`src/hw/rtl/pc1c_pkg.sv`:
```
// ============================================================================
// pc1c_pkg - shared definitions for the predictor-1 compressor
// Group size, counter widths, input kind codes and the group record that
// passes from the collecting side to the burst output stage.
// ============================================================================
package pc1c_pkg;

    localparam int GROUP_SIZE    = 8;
    localparam int CNT_W         = $clog2(GROUP_SIZE + 1);
    localparam int GIDX_W        = $clog2(GROUP_SIZE);
    localparam int DEF_HASH_BITS = 16;

    localparam logic KIND_DATA  = 1'b0;
    localparam logic KIND_CLEAR = 1'b1;

    // One closed group: flag byte, held literals in arrival order, their
    // count and whether the group closes a frame.
    typedef struct packed {
        logic                       eof;
        logic [CNT_W-1:0]           lcount;
        logic [7:0]                 flags;
        logic [GROUP_SIZE-1:0][7:0] lits;
    } t_group;

endpackage

```
`src/hw/rtl/pc1c_burst.sv`:
```
// ============================================================================
// pc1c_burst - group burst output stage
// Holds one closed group and plays it out as the flag byte followed by the
// held literals, one transfer per cycle while m_axis_tready is high.
// ============================================================================
module pc1c_burst (
    input  logic            i_clk,
    input  logic            i_rst_n,
    input  logic            i_load,
    input  pc1c_pkg::t_group i_grp,
    output logic            o_free,
    output logic            m_axis_tvalid,
    input  logic            m_axis_tready,
    output logic [7:0]      m_axis_tdata,   // [7:0] out_byte
    output logic [1:0]      m_axis_tuser,   // [0] is_flag, [1] frame_last
    output logic            m_axis_tlast    // group_last
);
    import pc1c_pkg::*;

    logic              r_valid;
    logic [CNT_W-1:0]  r_idx;
    t_group            r_grp;
    logic              m_fire;
    logic              last;
    logic [GIDX_W-1:0] lit_sel;

    assign m_fire  = m_axis_tvalid && m_axis_tready;
    assign last    = (r_idx == r_grp.lcount);
    assign o_free  = !r_valid || (m_fire && last);
    // index 1..GROUP_SIZE maps onto literal 0..GROUP_SIZE-1
    assign lit_sel = r_idx[GIDX_W-1:0] - GIDX_W'(1);

    assign m_axis_tvalid = r_valid;
    assign m_axis_tdata  = (r_idx == '0) ? r_grp.flags : r_grp.lits[lit_sel];
    assign m_axis_tuser  = {r_grp.eof && last, r_idx == '0};
    assign m_axis_tlast  = last;

    always_ff @(posedge i_clk) begin
        if (!i_rst_n) begin
            r_valid <= 1'b0;
            r_idx   <= '0;
        end else if (i_load) begin
            r_valid <= 1'b1;
            r_idx   <= '0;
        end else if (m_fire) begin
            if (last) begin
                r_valid <= 1'b0;
            end else begin
                r_idx <= r_idx + CNT_W'(1);
            end
        end
    end

    always_ff @(posedge i_clk) begin
        if (i_load) begin
            r_grp <= i_grp;
        end
    end

    a_idx_bound : assert property (@(posedge i_clk) disable iff (!i_rst_n)
        r_valid |-> r_idx <= r_grp.lcount)
        else $error("burst index past literal count");

    a_load_free : assert property (@(posedge i_clk) disable iff (!i_rst_n)
        i_load |-> o_free)
        else $error("group loaded over a burst in progress");

    a_advance : assert property (@(posedge i_clk) disable iff (!i_rst_n)
        (m_fire && !last && !i_load) |=> r_valid && (r_idx == $past(r_idx) + CNT_W'(1)))
        else $error("burst index did not advance");

endmodule

```
`config.mk`:
```
export PLATFORM = sky130hd
export DESIGN_NAME = pc1c_burst
export DESIGN_NICKNAME = d
export VERILOG_FILES = /design/src/hw/rtl/pc1c_pkg.sv /design/src/hw/rtl/pc1c_burst.sv
export SDC_FILE = /design/constraint.sdc
export NUM_CORES = 1
export LEC_CHECK = 0
export BUFFER_PORTS_ARGS = -buffer_cell sky130_fd_sc_hd__buf_4
export CAP_MARGIN = 20
export CORE_MARGIN = 5
export CORE_UTILIZATION = 55
export DETAILED_ROUTE_END_ITERATION = 12
export PLACE_DENSITY_LB_ADDON = 0.12
export SLEW_MARGIN = 0
export SYNTH_ARGS = -nofsm -noshare
export SYNTH_HDL_FRONTEND = slang
export SYNTH_SLANG_ARGS = --single-unit
```
`constraint.sdc`:
```
create_clock -name i_clk -period 4.7 [get_ports i_clk]
set_input_delay 0.705 -clock i_clk [delete_from_list [all_inputs] [get_ports i_clk]]
set_output_delay 0.705 -clock i_clk [all_outputs]
set_load 0.02 [all_outputs]
```
* Word level (Yosys, flattened, before mapping) *
Cells that the tools add are included.

word-level totals
  register bits = 82
  word-level logic and storage cells = 36

operators by class
  $add $sub $neg = 2
  magnitude comparators = 1
  eq/ne operators = 1
  multiplexer cells = 6
  bitwise gates (word level) = 2
  reduce and logical (&&, ||, !) cells = 11

operators by type and width
  kind                                                        number
  binary-select mux 8 bit (select 3 bit)                      1
  2-to-1 mux 8 bit                                            2
  adder 4 x 1 -> 4 bit, second input constant                 1
  == test 4 bit                                               1
  logical NOT 4 bit                                           1
  less-than comparator 3 x 4 -> 1 bit, second input constant  1
  AND reduction 2 bit                                         2
  nonzero test 2 bit                                          2
  logical AND 1 bit                                           3
  2-to-1 mux 1 bit                                            3
  subtractor 3 x 1 -> 3 bit, second input constant            1
  NOT 1 bit                                                   2
  OR reduction 2 bit                                          1
  logical NOT 1 bit                                           1
  logical OR 1 bit                                            1

* Longest topological paths before layout *
  depth after elaboration = 4
  depth in mapped cells = 9
  depth with buffers taken out = 6

* Worst setup path before layout *
OpenSTA, ideal clock, no wires.

  path kind = register to output
  from = reg r_idx[0]
  to = out m_axis_tdata[6]
  arrival time = 2.124 ns
  data required time = 3.995 ns
  setup slack = 1.871 ns
  stages on the path, launching flop included = 10
  path through = dfxtp_1 -> buf_6 -> buf_6 -> inv_1 -> ha_1 -> buf_2 -> buf_2 -> mux4_2 -> a21oi_1 -> nor3_1

between the ends
  word-level cells in the longest chain between the ends = 4
  elaborated cells between the ends (all ways) = 5
  those cells by class = 1 x add/sub; 3 x mux; 1 x reduce/logical

ends and longest elaborated chain
  element                                 RTL line          RTL
  start, declared                         pc1c_burst.sv:21  logic [CNT_W-1:0] r_idx;
  start signal, assigned                  pc1c_burst.sv:49  r_idx <= r_idx + CNT_W'(1);
  subtractor 3 x 1 -> 3 bit               pc1c_burst.sv:31  assign lit_sel = r_idx[GIDX_W-1:0] - GIDX_W'(1);
  net lit_sel[0]                          pc1c_burst.sv:25  logic [GIDX_W-1:0] lit_sel;
  binary-select mux 8 bit (select 3 bit)  pc1c_burst.sv:34  assign m_axis_tdata = (r_idx == '0) ? r_grp.flags : r_grp.lits[lit_sel];
  2-to-1 mux 8 bit (not written as such)  pc1c_burst.sv:34
  2-to-1 mux 8 bit                        pc1c_burst.sv:34
  end, declared                           pc1c_burst.sv:14  output logic [7:0] m_axis_tdata,

The timed path passes the listed nets, and every way through them passes these cells. The select of a mux whose other input is x is not followed.

* Worst setup path after layout *
  from = reg r_idx[1]
  to = out m_axis_tdata[3]

between the ends
  word-level cells in the longest chain between the ends = 4
  elaborated cells between the ends (all ways) = 5
  those cells by class = 1 x add/sub; 3 x mux; 1 x reduce/logical

ends and longest elaborated chain
  element                                 RTL line
  subtractor 3 x 1 -> 3 bit               pc1c_burst.sv:31
  binary-select mux 8 bit (select 3 bit)  pc1c_burst.sv:34
  2-to-1 mux 8 bit (not written as such)  pc1c_burst.sv:34
  2-to-1 mux 8 bit (*)                    pc1c_burst.sv:34

Mark *: on every way between the ends. The rest lies on a longest branch, timed or not. The select of a mux whose other input is x is not followed.

==> results by stage <==
Routing:
- The detail route stage leaves a number of antenna-violating nets equal to 0.
- The vias after detailed routing is between 1500 and 2000.
- After detailed routing, the average wire length per cell comes to roughly 18 µm.
- For this run, design rule violations remaining after detail routing come to 0.
- Dividing the detail-routed via count by the number of cells gives 5.33.
- Summed over all layers, the routed wires come to about 6400 µm.
- For this block, the initial DRC count from the detailed router was about 110.
- The count of TritonRoute iterations in the first routing pass is 4.

Min path:
- The worst hold path belongs to the class input port to flop.

Yosys:
- The dominant combinational cell family by area after synthesis is multiplexers.
- Yosys printed 0 warnings.
- Summed over all instances, the cell type with the most area after synthesis is sky130_fd_sc_hd__edfxtp_1.
- Of the total synthesized cell area, the portion taken by AND, OR, NAND and NOR gates is 0.0596.
- The mapped cell area is approximately 3300 µm².
- The adder-cell share of the synthesized area is 0.0115.
- The fraction of synthesized cell area taken by the top area cell type is 0.711.
- After technology mapping, the gate count stands at 177.
- Dividing the synthesized area by the synthesized cell count gives between 15 and 20 µm².
- Counting flops and latches in the post-synthesis netlist gives between 80 and 90.
- For this run, the register share of the synthesized area comes to 0.742.
- Of the total synthesized cell area, the portion taken by XOR and XNOR cells is 0.0135.
- The portion of synthesized area spent on multiplexers is 0.120.
- When the netlist entered floorplanning its net count stood at ~260.
- After synthesis, the netlist uses 29 different library cells.
- Sorting the synthesized cells by area gives the leading types as sky130_fd_sc_hd__edfxtp_1 (71%), sky130_fd_sc_hd__mux4_2 (9.0%), sky130_fd_sc_hd__dfxtp_1 (3.1%), sky130_fd_sc_hd__a21oi_1 (2.5%), sky130_fd_sc_hd__mux4_1 (2.4%).
- The compound-gate portion of the synthesized area is 0.0331.

Layout:
- In the layout the commonest cells are sky130_fd_sc_hd__buf_4 (94), sky130_fd_sc_hd__edfxtp_1 (77), sky130_fd_sc_hd__a21oi_1 (16).
- The share of post-route cells with drive strength above 1 is 0.446.
- The multi-input combinational cells in the finished layout cover a total of around 770 µm².
- The antenna cell count is 0.
- For this run, the share of the core covered by cells in the final layout is 0.725.
- The library cell used most frequently in the layout, excluding fill and tap cells, is sky130_fd_sc_hd__buf_4.
- Compared with the post-synthesis result, the final layout area differs by 30.3%.
- The fill cell total of the finished layout is 370.
- The post-layout net count is ~360.
- The sequential cells in the finished layout cover a total of 2410 µm².

Worst setup path:
- Walking the worst path, the cells encountered are inv_1 > ha_1 > mux4_2 > a21oi_1 > nor3_1 > buf_4.
- The buffer and inverter count on the worst path is 2.
- The critical path is of the flop to output port type.
- The startpoint type of the worst setup path is a flop.
- The maximum fanout along the worst path is 17.
- The slowest stage of the critical path belongs to the cell sky130_fd_sc_hd__ha_1.
- STA classifies the critical path endpoint as an output port.
- Data on the critical path arrives at its endpoint at 2.43 ns.
- The cell family contributing the most delay on the critical path is adder cells.
- Data on the critical path is required at its endpoint by roughly 4 ns.
- In this design, the stage delay of the slowest critical-path cell is between 0.7 and 0.8 ns.

Power:
- The part of the power in registers is 0.540.
- In this run the power spent charging and discharging nets is between 0.0003 and 0.0004 W.
- The internal portion of the total power is between 0.001 and 0.0015 W.
- Of the total power, the clock network draws 0.369.
- Across the VDD grid, the largest voltage drop is approximately 0.29 mV.
- For this design the static power due to leakage is 1.61 nW.
- The fraction of power spent switching nets is 0.200.
- The total power per unit cell area is about 380 nW/µm².
- The portion of total power attributed to combinational logic is 0.091.

Timing:
- The number of endpoints failing setup at the final stage is 0.
- The shortest clock period the worst path allows after layout is between 3 and 4 ns.
- At the pin with the least slew margin, the transition time is roughly 0.99 ns.
- The number of hold violations in the final report is 0.
- Of the available clock period, the critical path in the final layout requires 0.666.
- The total negative slack is 0 ns.
- Setup repair after global routing left no endpoint under its margin.
- The setup skew after layout is about 0.0068 ns.
- In this run the tightest slew margin relative to its limit is 0.341.
- The final-report max-slew violation count came to 0.
- The maximum achievable frequency is 319 MHz.

CTS:
- TritonCTS built the clock tree.
- For the worst-skew pair, the clock arrives at the later sink with an insertion delay of 0.34 ns.
- The total clock sinks is 82.
- The number of buffers added to fix hold violations after cts is 0.
- The CTS buffer count is 9.
- Counting along the longest clock path gives a buffer depth of 2.
- The clock input transition at the sequential cells of the worst setup and hold paths is roughly 0.09 ns.
- The number of buffers inserted by post-CTS setup repair is 0.
- Gates resized during post-CTS repair numbered 0.
- The tree is rooted in a sky130_fd_sc_hd__clkbuf_8.
- The number of H-tree levels is 3.

GRT:
- Entering global routing, the biggest net connects just over 80 pins.
- The first global-routing pass estimated around 10000 µm of wire.
- Summed over all layers, the global routing overflow is 0.
- The global routing usage summed across all routing layers is 0.178.
- The number of antenna violations at the first check in global routing came to 0.
- The via count of the first global-routing pass is between 2000 and 2500.

Run status:
- The run finished with clean final reports.

Die:
- The width of the chip is around 87 µm.
- The initial standard-cell utilization of the core is 0.556.
- The height of the die is 86.9 µm.
- In this run the standard cell core region covers around 5900 µm².
- The I/O pin count is between 90 and 100.
- After floorplanning, the core was divided into 28 placement rows.
- The die footprint is 7550 µm².

Placement:
- The routability congestion estimate from global placement is between 0.7 and 0.8.
- The half-perimeter wire length after placement is about 4500 µm.
- The number of I/O port buffers is 93.

Job:
- The total of max-cap violations is 0.
==> worst paths after layout <==
kind / to / cells after the start / from / slack, ns
min reg2reg: r_idx[3] / 2 / r_idx[3] / 0.54
max reg2reg: r_idx[3] / 5 / r_idx[0] / 3.14
max: m_axis_tdata[3] / 6 / r_idx[1] / 1.57
min: r_grp[8] / 1 / i_grp[8] / 0.53
==> state kept, by name, indices dropped and copies added, names as in the netlist <==
name / cells
m_axis_tvalid: 1
r_idx: 4
r_grp: 77
==> cell type report <==
type	count	area share
clock inverters	6	0.0271
flip-flops and latches	82	0.569
repair buffers	94	0.166
multi-input cells	83	0.183
clock buffers	9	0.0292
well taps	75	0.0221
inverters	4	0.00354
==> layer usage <==
metal,share of wire,GRT usage,wire length (µm),up-vias
met5,0,0,0,-
met4,0.010,0.0467,66,0
met3,0.083,0.0823,527,7
met2,0.52,0.302,3320,80
met1,0.38,0.205,2440,906
li1,-,-,-,887
==> cell usage after synthesis <==
cell type and count:
sky130_fd_sc_hd__edfxtp_1 77, sky130_fd_sc_hd__mux4_2 13, sky130_fd_sc_hd__nor2_1 8, sky130_fd_sc_hd__nor2b_1 1, sky130_fd_sc_hd__xnor2_1 5, sky130_fd_sc_hd__or3b_1 1, sky130_fd_sc_hd__nand3_1 1, sky130_fd_sc_hd__mux2i_1 2
sky130_fd_sc_hd__buf_6 2, sky130_fd_sc_hd__nand2b_1 4, sky130_fd_sc_hd__or2_2 1, sky130_fd_sc_hd__o21ai_0 1, sky130_fd_sc_hd__a21oi_1 16, sky130_fd_sc_hd__nand2_1 8, sky130_fd_sc_hd__buf_4 1, sky130_fd_sc_hd__mux4_1 3
sky130_fd_sc_hd__nor3_1 8, sky130_fd_sc_hd__clkbuf_1 1, sky130_fd_sc_hd__ha_1 3, sky130_fd_sc_hd__inv_1 4, sky130_fd_sc_hd__buf_1 2, sky130_fd_sc_hd__nand4_1 1, sky130_fd_sc_hd__a41oi_2 1, sky130_fd_sc_hd__nand3b_1 2
sky130_fd_sc_hd__and2_1 2, sky130_fd_sc_hd__and4_1 1, sky130_fd_sc_hd__dfxtp_1 5, sky130_fd_sc_hd__a31oi_1 1, sky130_fd_sc_hd__buf_2 2
==> through the flow <==
step | setup WS, ns | power, W | cell area (µm²) | std cells | hold WS [ns]
after floorplan | 1.87 | 0.000944 | 3250 | 177 | 0.466
after global placement | 1.90 | 0.00103 | 4000 | 338 | 0.495
after detailed placement | 1.89 | 0.00104 | 4000 | 338 | 0.526
after CTS | 1.50 | 0.00163 | 4240 | 353 | 0.511
after global routing | 1.41 | 0.00168 | 4240 | 353 | 0.494
final | 1.57 | 0.00162 | 4240 | 353 | 0.527
==> cell families (layout without fill, tap and decap cells) <==
kind of cell    Yosys count  after routing
simple gates             38             38
compound gates           19             19
fa+ha+maj                 3              3
flops                    82             82
xor+xnor                  5              5
mux                      18             18
buf+inv                  12            113
==> power groups by stage <==
stage	Clock [W]	Combinational [W]	Sequential (W)
2_1_floorplan	0	0.0000588	0.000885
3_3_place_gp	0	0.000145	0.000889
3_5_place_dp	0	0.000148	0.000891
4_1_cts	0.000609	0.000148	0.000875
5_1_grt	0.000644	0.000157	0.000879
6_report	0.000598	0.000147	0.000874
Note: power is estimated with default switching activity, not from simulation.
